===== src/hw/rtl/fsmc_pkg.sv =====
// Shared types, constants and codes of the Forth stack machine core.
`default_nettype none
package fsmc_pkg;

    localparam int CELL_W      = 32;
    localparam int ADDR_W      = 12;
    localparam int MEM_WORDS   = 4096;
    localparam int STK_DEPTH   = 64;
    localparam int STK_ENTRIES = STK_DEPTH + 1;
    localparam int SP_W        = $clog2(STK_ENTRIES);
    localparam int ACT_W       = 2;
    localparam int ST_W        = 2;
    localparam int OP_W        = 6;
    localparam int BYTE_SH     = $clog2(CELL_W / 8);

    // Item actions.
    localparam logic [ACT_W-1:0] ACT_WRITE = 2'd0;
    localparam logic [ACT_W-1:0] ACT_READ  = 2'd1;
    localparam logic [ACT_W-1:0] ACT_PC    = 2'd2;
    localparam logic [ACT_W-1:0] ACT_EXEC  = 2'd3;

    // Result status codes.
    localparam logic [ST_W-1:0] ST_RUN    = 2'd0;
    localparam logic [ST_W-1:0] ST_HALT   = 2'd1;
    localparam logic [ST_W-1:0] ST_UNSUP  = 2'd2;
    localparam logic [ST_W-1:0] ST_LOOPOV = 2'd3;

    // Primitive opcodes.
    localparam logic [OP_W-1:0] OP_EXIT   = 6'd0;
    localparam logic [OP_W-1:0] OP_LIT    = 6'd1;
    localparam logic [OP_W-1:0] OP_JMP    = 6'd2;
    localparam logic [OP_W-1:0] OP_JMPZ   = 6'd3;
    localparam logic [OP_W-1:0] OP_JMPNZ  = 6'd4;
    localparam logic [OP_W-1:0] OP_NJMPZ  = 6'd5;
    localparam logic [OP_W-1:0] OP_NJMPNZ = 6'd6;
    localparam logic [OP_W-1:0] OP_DUP    = 6'd7;
    localparam logic [OP_W-1:0] OP_DROP   = 6'd8;
    localparam logic [OP_W-1:0] OP_SWAP   = 6'd9;
    localparam logic [OP_W-1:0] OP_OVER   = 6'd10;
    localparam logic [OP_W-1:0] OP_STORE  = 6'd11;
    localparam logic [OP_W-1:0] OP_FETCH  = 6'd12;
    localparam logic [OP_W-1:0] OP_CSTORE = 6'd13;
    localparam logic [OP_W-1:0] OP_CFETCH = 6'd14;
    localparam logic [OP_W-1:0] OP_TOR    = 6'd15;
    localparam logic [OP_W-1:0] OP_RAT    = 6'd16;
    localparam logic [OP_W-1:0] OP_RFROM  = 6'd17;
    localparam logic [OP_W-1:0] OP_PLUSL  = 6'd18;
    localparam logic [OP_W-1:0] OP_MINUSL = 6'd19;
    localparam logic [OP_W-1:0] OP_XST    = 6'd20;
    localparam logic [OP_W-1:0] OP_YST    = 6'd21;
    localparam logic [OP_W-1:0] OP_ZST    = 6'd22;
    localparam logic [OP_W-1:0] OP_XAT    = 6'd23;
    localparam logic [OP_W-1:0] OP_YAT    = 6'd24;
    localparam logic [OP_W-1:0] OP_ZAT    = 6'd25;
    localparam logic [OP_W-1:0] OP_MUL    = 6'd26;
    localparam logic [OP_W-1:0] OP_ADD    = 6'd27;
    localparam logic [OP_W-1:0] OP_SUB    = 6'd28;
    localparam logic [OP_W-1:0] OP_DIVMOD = 6'd29;
    localparam logic [OP_W-1:0] OP_INC    = 6'd30;
    localparam logic [OP_W-1:0] OP_DEC    = 6'd31;
    localparam logic [OP_W-1:0] OP_LT     = 6'd32;
    localparam logic [OP_W-1:0] OP_EQ     = 6'd33;
    localparam logic [OP_W-1:0] OP_GT     = 6'd34;
    localparam logic [OP_W-1:0] OP_ZEQ    = 6'd35;
    localparam logic [OP_W-1:0] OP_PLUSST = 6'd36;
    localparam logic [OP_W-1:0] OP_FOR    = 6'd37;
    localparam logic [OP_W-1:0] OP_I      = 6'd38;
    localparam logic [OP_W-1:0] OP_NEXT   = 6'd39;
    localparam logic [OP_W-1:0] OP_AND    = 6'd40;
    localparam logic [OP_W-1:0] OP_OR     = 6'd41;
    localparam logic [OP_W-1:0] OP_XOR    = 6'd42;
    localparam logic [OP_W-1:0] OP_UNS_LO = 6'd43;
    localparam logic [OP_W-1:0] OP_UNS_HI = 6'd56;

    // Commands from the controller to the datapath.
    typedef struct packed {
        logic load;
        logic hwr;
        logic hrd_issue;
        logic hrd_cap;
        logic e0;
        logic e1;
        logic e2;
        logic e3;
        logic div_start;
        logic plan;
        logic wr0;
        logic wr1;
        logic wr2;
        logic top_issue;
        logic top_cap;
    } cmd_t;

    // Status from the datapath to the controller.
    typedef struct packed {
        logic halted;
        logic is_div;
        logic div_done;
    } sts_t;

endpackage
`default_nettype wire


===== src/hw/rtl/fsmc_ctrl.sv =====
// Controller state machine that sequences host accesses and instruction execution.
`default_nettype none
module fsmc_ctrl
    import fsmc_pkg::*;
(
    input  wire logic             clk,
    input  wire logic             rst_n,
    input  wire logic             start,
    input  wire logic [ACT_W-1:0] action,
    input  wire sts_t             sts,
    output logic                  busy,
    output cmd_t                  cmd
);

    localparam logic [4:0] S_IDLE = 5'd0;
    localparam logic [4:0] S_HWR  = 5'd1;
    localparam logic [4:0] S_HRD0 = 5'd2;
    localparam logic [4:0] S_HRD1 = 5'd3;
    localparam logic [4:0] S_E0   = 5'd4;
    localparam logic [4:0] S_E1   = 5'd5;
    localparam logic [4:0] S_E2   = 5'd6;
    localparam logic [4:0] S_E3   = 5'd7;
    localparam logic [4:0] S_DIVS = 5'd8;
    localparam logic [4:0] S_DIVW = 5'd9;
    localparam logic [4:0] S_PLAN = 5'd10;
    localparam logic [4:0] S_WR0  = 5'd11;
    localparam logic [4:0] S_WR1  = 5'd12;
    localparam logic [4:0] S_WR2  = 5'd13;
    localparam logic [4:0] S_TOP0 = 5'd14;
    localparam logic [4:0] S_TOP1 = 5'd15;

    logic [4:0] state_reg;
    logic [4:0] state_next;

    // Next-state logic.
    always_comb
    begin
        state_next = state_reg;
        case (state_reg)
            S_IDLE:
            begin
                if (start)
                begin
                    case (action)
                        ACT_WRITE: state_next = S_HWR;
                        ACT_READ:  state_next = S_HRD0;
                        ACT_PC:    state_next = S_TOP0;
                        default:   state_next = sts.halted ? S_TOP0 : S_E0;
                    endcase
                end
            end
            S_HWR:  state_next = S_TOP0;
            S_HRD0: state_next = S_HRD1;
            S_HRD1: state_next = S_TOP0;
            S_E0:   state_next = S_E1;
            S_E1:   state_next = S_E2;
            S_E2:   state_next = S_E3;
            S_E3:   state_next = sts.is_div ? S_DIVS : S_PLAN;
            S_DIVS: state_next = S_DIVW;
            S_DIVW: state_next = sts.div_done ? S_PLAN : S_DIVW;
            S_PLAN: state_next = S_WR0;
            S_WR0:  state_next = S_WR1;
            S_WR1:  state_next = S_WR2;
            S_WR2:  state_next = S_TOP0;
            S_TOP0: state_next = S_TOP1;
            S_TOP1: state_next = S_IDLE;
            default: state_next = S_IDLE;
        endcase
    end

    always_ff @(posedge clk or negedge rst_n)
    begin
        if (!rst_n)
        begin
            state_reg <= S_IDLE;
        end
        else
        begin
            state_reg <= state_next;
        end
    end

    // Command decode.
    always_comb
    begin
        cmd           = '0;
        cmd.load      = (state_reg == S_IDLE) && start;
        cmd.hwr       = (state_reg == S_HWR);
        cmd.hrd_issue = (state_reg == S_HRD0);
        cmd.hrd_cap   = (state_reg == S_HRD1);
        cmd.e0        = (state_reg == S_E0);
        cmd.e1        = (state_reg == S_E1);
        cmd.e2        = (state_reg == S_E2);
        cmd.e3        = (state_reg == S_E3);
        cmd.div_start = (state_reg == S_DIVS);
        cmd.plan      = (state_reg == S_PLAN);
        cmd.wr0       = (state_reg == S_WR0);
        cmd.wr1       = (state_reg == S_WR1);
        cmd.wr2       = (state_reg == S_WR2);
        cmd.top_issue = (state_reg == S_TOP0);
        cmd.top_cap   = (state_reg == S_TOP1);
    end

    assign busy = (state_reg != S_IDLE);

    // An accepted word always leaves idle.
    a_leave_idle: assert property (@(posedge clk) disable iff (!rst_n)
        cmd.load |=> (state_reg != S_IDLE))
        else $error("accepted word did not leave idle");

    // The top-of-stack capture always ends the item.
    a_cap_ends: assert property (@(posedge clk) disable iff (!rst_n)
        cmd.top_cap |=> (state_reg == S_IDLE))
        else $error("item did not end after result capture");

    // Divider waits only follow a divider start or a wait.
    a_div_wait: assert property (@(posedge clk) disable iff (!rst_n)
        (state_reg == S_DIVW) |-> ($past(state_reg) == S_DIVS || $past(state_reg) == S_DIVW))
        else $error("divider wait entered without start");

endmodule
`default_nettype wire


===== config.mk =====
export PLATFORM = sky130hd
export DESIGN_NAME = fsmc_ctrl
export DESIGN_NICKNAME = d
export VERILOG_FILES = /design/src/hw/rtl/fsmc_pkg.sv /design/src/hw/rtl/fsmc_ctrl.sv
export SDC_FILE = /design/constraint.sdc
export NUM_CORES = 1
export LEC_CHECK = 0
export CAP_MARGIN = 20
export CELL_PAD_IN_SITES_DETAIL_PLACEMENT = 1
export CELL_PAD_IN_SITES_GLOBAL_PLACEMENT = 2
export CORE_AREA = 2 2 47 44
export CTS_CLUSTER_SIZE = 10
export DETAILED_ROUTE_END_ITERATION = 8
export DIE_AREA = 0 0 49 46
export DONT_BUFFER_PORTS = 1
export PLACE_DENSITY_LB_ADDON = 0.1
export SYNTH_ARGS = -nofsm -noshare
export SYNTH_HDL_FRONTEND = slang
export SYNTH_SLANG_ARGS = --single-unit

===== constraint.sdc =====
create_clock -name clk -period 1.36 [get_ports clk]
set_input_delay 0.34 -clock clk [delete_from_list [all_inputs] [get_ports clk]]
set_output_delay 0.34 -clock clk [all_outputs]
set_load 0.01 [all_outputs]

# Word-level counts from Yosys, hierarchy flattened
# Cells that the tools add are included.
dict set report word_totals {
  register_bits 5
  input_bits 8
}
dict set report op_classes {
  reduce_logical 5
  mux 6
  eq_ne 18
}
# op n
set ops {}
lappend ops {{5-bit case mux with 13 select lines} 1}
lappend ops {{5-bit by 4-bit equality test with 1-bit output, second input constant} 8}
lappend ops {{5-bit by 3-bit equality test with 1-bit output, second input constant} 4}
lappend ops {{4-bit case mux with 3 select lines} 1}
lappend ops {{5-bit by 2-bit equality test with 1-bit output, second input constant} 2}
lappend ops {{5-bit by 1-bit equality test with 1-bit output, second input constant} 1}
lappend ops {{5-bit logical NOT} 1}
lappend ops {{5-bit two-way mux} 1}
lappend ops {{5-bit nonzero test} 1}
lappend ops {{2-bit two-way mux} 2}
lappend ops {{4-bit two-way mux} 1}
lappend ops {{3-bit OR reduction} 1}
lappend ops {{2-bit by 1-bit equality test with 1-bit output, second input constant} 1}
lappend ops {{2-bit equality test, second input constant} 1}
lappend ops {{2-bit logical NOT} 1}
lappend ops {{2-bit inequality test, second input constant} 1}
lappend ops {{1-bit logical AND} 1}

# Logic depth before layout (Yosys ltp)
dict set report depth {
  depth_word 4
  depth_mapped 5
  depth_no_buf 5
}

# Worst setup path after synthesis
# Ideal clock, no wire load.
dict set report synth_timing {
  kind {register to output}
  start {register state_reg[1]}
  end {output port cmd[14] (netlist bit)}
  path_buffers 0
  setup_slack_ns -0.154
  arrival_time_ns 1.174
  stages_incl_launch_ff 3
  path_cell_list {dfrtp_1 > or4_4 > nor2_1}
}
# item line_no
set synth_lines {}
lappend synth_lines {{start, declared} fsmc_ctrl.sv:32} ;# logic [4:0] state_reg;
lappend synth_lines {{start signal, assigned} fsmc_ctrl.sv:79} ;# state_reg <= state_next;
lappend synth_lines {{end, declared} fsmc_ctrl.sv:12} ;# output cmd_t cmd

==> impl_metrics.sql <==
INSERT INTO impl_metrics (metric_group, metric, value, unit) VALUES
('final_layout', 'fin_util', '0.549', ''),
('synthesis', 'ys_ff_latch', '4', ''),
('worst_setup_path', 'timing.critical_path.arrival', '1370', 'ps'),
('route', 'drt_drc_violations_left', '0', ''),
('grt', 'grt_pass1_vias', '575', ''),
('placed_design', 'finalWeightedCongestion', '0.825', ''),
('grt', 'global_route.overflow_total', '0', ''),
('final_layout', 'number_of_flip_flops_under_the_largest_register_name', '4', ''),
('timing', 'final-setup-viol-count', '19', ''),
('timing', 'fmaxAchievable', '586', 'MHz'),
('final_layout', 'area_growth', '128', '%'),
('worst_setup_path', 'worst_setup_path_end_kind', 'output pin', ''),
('final_layout', 'antenna-diode-count', '0', ''),
('synthesis', 'instance_count_of_the_mapped_netlist', '61', ''),
('placed_design', 'hpwlAfterDp', '1100', 'um'),
('final_layout', 'layout-drive-gt1-share', '0.716', ''),
('timing', 'finalHoldWorstSlack', '337', 'ps'),
('grt', 'grt.total_usage', '0.184', ''),
('grt', 'grt_antenna_before_repair', '0', ''),
('clock_tree', 'max-clock-path-buffers', '2', ''),
('outcome', 'violations', 'setup timing', ''),
('final_layout', 'finalNetCount', '101', ''),
('timing', 'final.period_utilization', '1.26', ''),
('power_and_ir_drop', 'peakVddDrop', '1.25', 'mV'),
('min_path', 'origin_of_the_worst_min_delay_path', 'start', ''),
('floorplanning', 'floorplan.rows', '15', ''),
('route', 'drt_wl_total', '2070', 'um'),
('synthesis', 'net_count_after_synthesis', '72', ''),
('synthesis', 'syn_avg_cell_area', '7.20', 'um^2'),
('power_and_ir_drop', 'p_leak', '0.000408', 'uW'),
('worst_setup_path', 'setup.worst_path.class', 'flop to output pin', ''),
('timing', 'maxSlewViolCount', '0', ''),
('min_path', 'hp-class', 'primary input to flop', ''),
('floorplanning', 'initial_core_util', '0.241', ''),
('synthesis', 'synth.top_cell.area_share', '0.228', ''),
('floorplanning', 'pin_count', '24', ''),
('worst_setup_path', 'path_max_fanout', '3', ''),
('timing', 'final_critical_path_setup_slack', '-348', 'ps'),
('clock_tree', 'worst_setup_hold_path_clk_slew', '50', 'ps'),
('grt', 'grt_first_pass_wirelength', '2960', 'um'),
('worst_setup_path', 'reg2reg_from', 'state_reg[1]$_DFFE_PN0P_', ''),
('clock_tree', 'cts-htree-levels', '1', ''),
('timing', 'grt_setup_unrepaired', 'yes', ''),
('clock_tree', 'numClockSinks', '4', ''),
('floorplanning', 'floorplan.core_area', '0.00182', 'mm^2'),
('timing', 'setup_total_negative_slack', '-3270', 'ps'),
('route', 'ant_nets', '0', ''),
('placed_design', 'buffers_added_on_ports', '0', ''),
('route', 'routed_via_density', '4.95', ''),
('synthesis', 'post_synth_instance_area', '439', 'um^2'),
('synthesis', 'post_synth_num_cell_types', '25', ''),
('clock_tree', 'worst_skew_pair.late_latency', '250', 'ps'),
('final_layout', 'filler_instances', '198', ''),
('worst_setup_path', 'worst-endpoint-required', '1020', 'ps'),
('grt', 'largest_net_degree_at_the_start_of_global_routing', '9', ''),
('worst_setup_path', 'critical_path.startpoint', 'state_reg[1]$_DFFE_PN0P_', ''),
('synthesis', 'yosysSeqAreaShare', '0.228', ''),
('outcome', 'outcome', 'finished, violations left', ''),
('route', 'drt-wirelength-per-cell', '18.3', 'um'),
('floorplanning', 'die-width', '49', 'um'),
('synthesis', 'synth.largest_area_cell', 'sky130_fd_sc_hd__dfrtp_1', ''),
('route', 'drt_first_pass_iters', '4', ''),
('synthesis', 'synth_warnings', '0', ''),
('clock_tree', 'numCtsBuffers', '3', ''),
('power_and_ir_drop', 'powerDensity', '2790', 'mW/mm^2'),
('timing', 'timing.final.crit_period', '1710', 'ps'),
('clock_tree', 'clock_tree.root_cell', 'sky130_fd_sc_hd__clkbuf_4', ''),
('timing', 'relSlewSlack', '0.846', ''),
('timing', 'finalHoldViolCount', '0', ''),
('worst_setup_path', 'cp-start-kind', 'flop', ''),
('job', 'timing.max_cap.violations', '0', ''),
('synthesis', 'synth_top_cells_by_area', 'sky130_fd_sc_hd__dfrtp_1 (23%), sky130_fd_sc_hd__ha_1 (8.5%), sky130_fd_sc_hd__nor2_1 (8.5%)', ''),
('timing', 'max_slew.worst_pin.slew', '231', 'ps'),
('route', 'drt_first_iter_violations', '10', ''),
('clock_tree', 'cts_tree', 'done', ''),
('floorplanning', 'chipHeight', '46', 'um'),
('floorplanning', 'design.die.area', '0.00225', 'mm^2'),
('timing', 'finalClockSkew', '15.1', 'ps'),
('route', 'via_count', '559', '');
## synth_stat cells
cell	n
sky130_fd_sc_hd__o31ai_1	1
sky130_fd_sc_hd__o21bai_1	1
sky130_fd_sc_hd__a2bb2oi_1	1
sky130_fd_sc_hd__o21ai_0	3
sky130_fd_sc_hd__nor2_1	10
sky130_fd_sc_hd__inv_1	6
sky130_fd_sc_hd__o22ai_1	1
sky130_fd_sc_hd__ha_1	3
sky130_fd_sc_hd__a31oi_1	1
sky130_fd_sc_hd__dfrtp_1	4
sky130_fd_sc_hd__nand3_1	1
sky130_fd_sc_hd__buf_2	3
sky130_fd_sc_hd__clkbuf_1	1
sky130_fd_sc_hd__o2bb2ai_1	1
sky130_fd_sc_hd__or4_4	1
sky130_fd_sc_hd__nand2b_1	2
sky130_fd_sc_hd__mux2_2	2
sky130_fd_sc_hd__nand2_1	6
sky130_fd_sc_hd__nor3_1	7
sky130_fd_sc_hd__xnor2_1	1
sky130_fd_sc_hd__a221oi_1	1
sky130_fd_sc_hd__a22oi_1	1
sky130_fd_sc_hd__nand4_1	1
sky130_fd_sc_hd__o22ai_2	1
sky130_fd_sc_hd__a221o_1	1
## power by group
part | switching (uW) | internal [uW]
sequential | 58.1 | 186
combinational | 1300 | 1090
clock | 60.4 | 99.5
total | 1410 | 1370
## cells by family (layout without fill, tap and decap cells)
| family | count (synthesis) | in the layout | share of synthesized area |
|---|---|---|---|
| XOR/XNOR | 1 | 1 | 0.0199 |
| AO/OA/AOI/OAI | 13 | 13 | 0.225 |
| AND/OR/NAND/NOR | 28 | 28 | 0.296 |
| multiplexers | 2 | 2 | 0.0513 |
| buffers and inverters | 10 | 37 | 0.0940 |
| adder cells (fa/ha/maj) | 3 | 3 | 0.0855 |
| flip-flops | 4 | 4 | 0.228 |
## final cells by class
class	count	area, um^2	area share
Sequential cell	4	100	0.100
Timing Repair Buffer	28	282	0.282
Multi-Input combinational cell	47	529	0.529
Clock buffer	3	22.5	0.0225
Tap cell	25	31.3	0.0313
Inverter	6	35.0	0.0350
## through the flow
step | cell area [um^2] | cells | total power [uW] | setup slack [ps]
final | 1000 | 113 | 2790 | -348
after global routing | 1000 | 113 | 2960 | -389
after CTS | 902 | 111 | 2390 | -311
after detailed placement | 574 | 96 | 1330 | -59.5
after global placement | 574 | 96 | 1330 | -47.6
after floorplan | 457 | 61 | 927 | -54.3
## worst max-delay path: stages, from the launching register on
cell and delay, ps:
sky130_fd_sc_hd__dfrtp_1 390, sky130_fd_sc_hd__or4_4 610, sky130_fd_sc_hd__nor2_4 130
## path summary, 6_finish.rpt
| kind | end | slack [ps] | cells after the start |
|---|---|---|---|
| hold / removal | state_reg[0]$_DFFE_PN0P_ | 340 | 2 |
| min in group asynchronous | state_reg[0]$_DFFE_PN0P_ | 360 | 1 |
| hold reg to reg | state_reg[2]$_DFFE_PN0P_ | 790 | 3 |
| setup reg to reg | state_reg[1]$_DFFE_PN0P_ | -70 | 3 |
| max in group asynchronous | state_reg[1]$_DFFE_PN0P_ | 810 | 1 |
| setup / recovery | cmd[14] | -350 | 2 |
## placed cells by master (no fill, tap or decap), types with 2 or more instances in the layout
| master | count |
|---|---|
| sky130_fd_sc_hd__buf_4 | 12 |
| sky130_fd_sc_hd__buf_6 | 13 |
| sky130_fd_sc_hd__clkbuf_4 | 3 |
| sky130_fd_sc_hd__dfrtp_1 | 4 |
| sky130_fd_sc_hd__ha_1 | 3 |
| sky130_fd_sc_hd__inv_1 | 3 |
| sky130_fd_sc_hd__inv_4 | 2 |
| sky130_fd_sc_hd__mux2_2 | 2 |
| sky130_fd_sc_hd__nand2_8 | 4 |
| sky130_fd_sc_hd__nor2_4 | 8 |
| sky130_fd_sc_hd__nor3_4 | 5 |
| sky130_fd_sc_hd__o21ai_0 | 2 |
## routing by layer
metal / GRT usage / routed length, um / vias to the layer above
li1: - / - / 275
met1: 0.227 / 939 / 263
met2: 0.312 / 1040 / 21
met3: 0.0724 / 91 / 0
met4: 0.0343 / 0 / 0
met5: 0 / 0 / -
## repair_timing
item,4_1_cts,5_1_grt
gates resized for setup,55,16
hold endpoints to repair,4,0
cloned,0,0
endpoints found under the setup margin,18,20
hold buffers,1,0
pin swaps,13,9
buffers inserted,11,2
(Power assumes the default switching activity.)
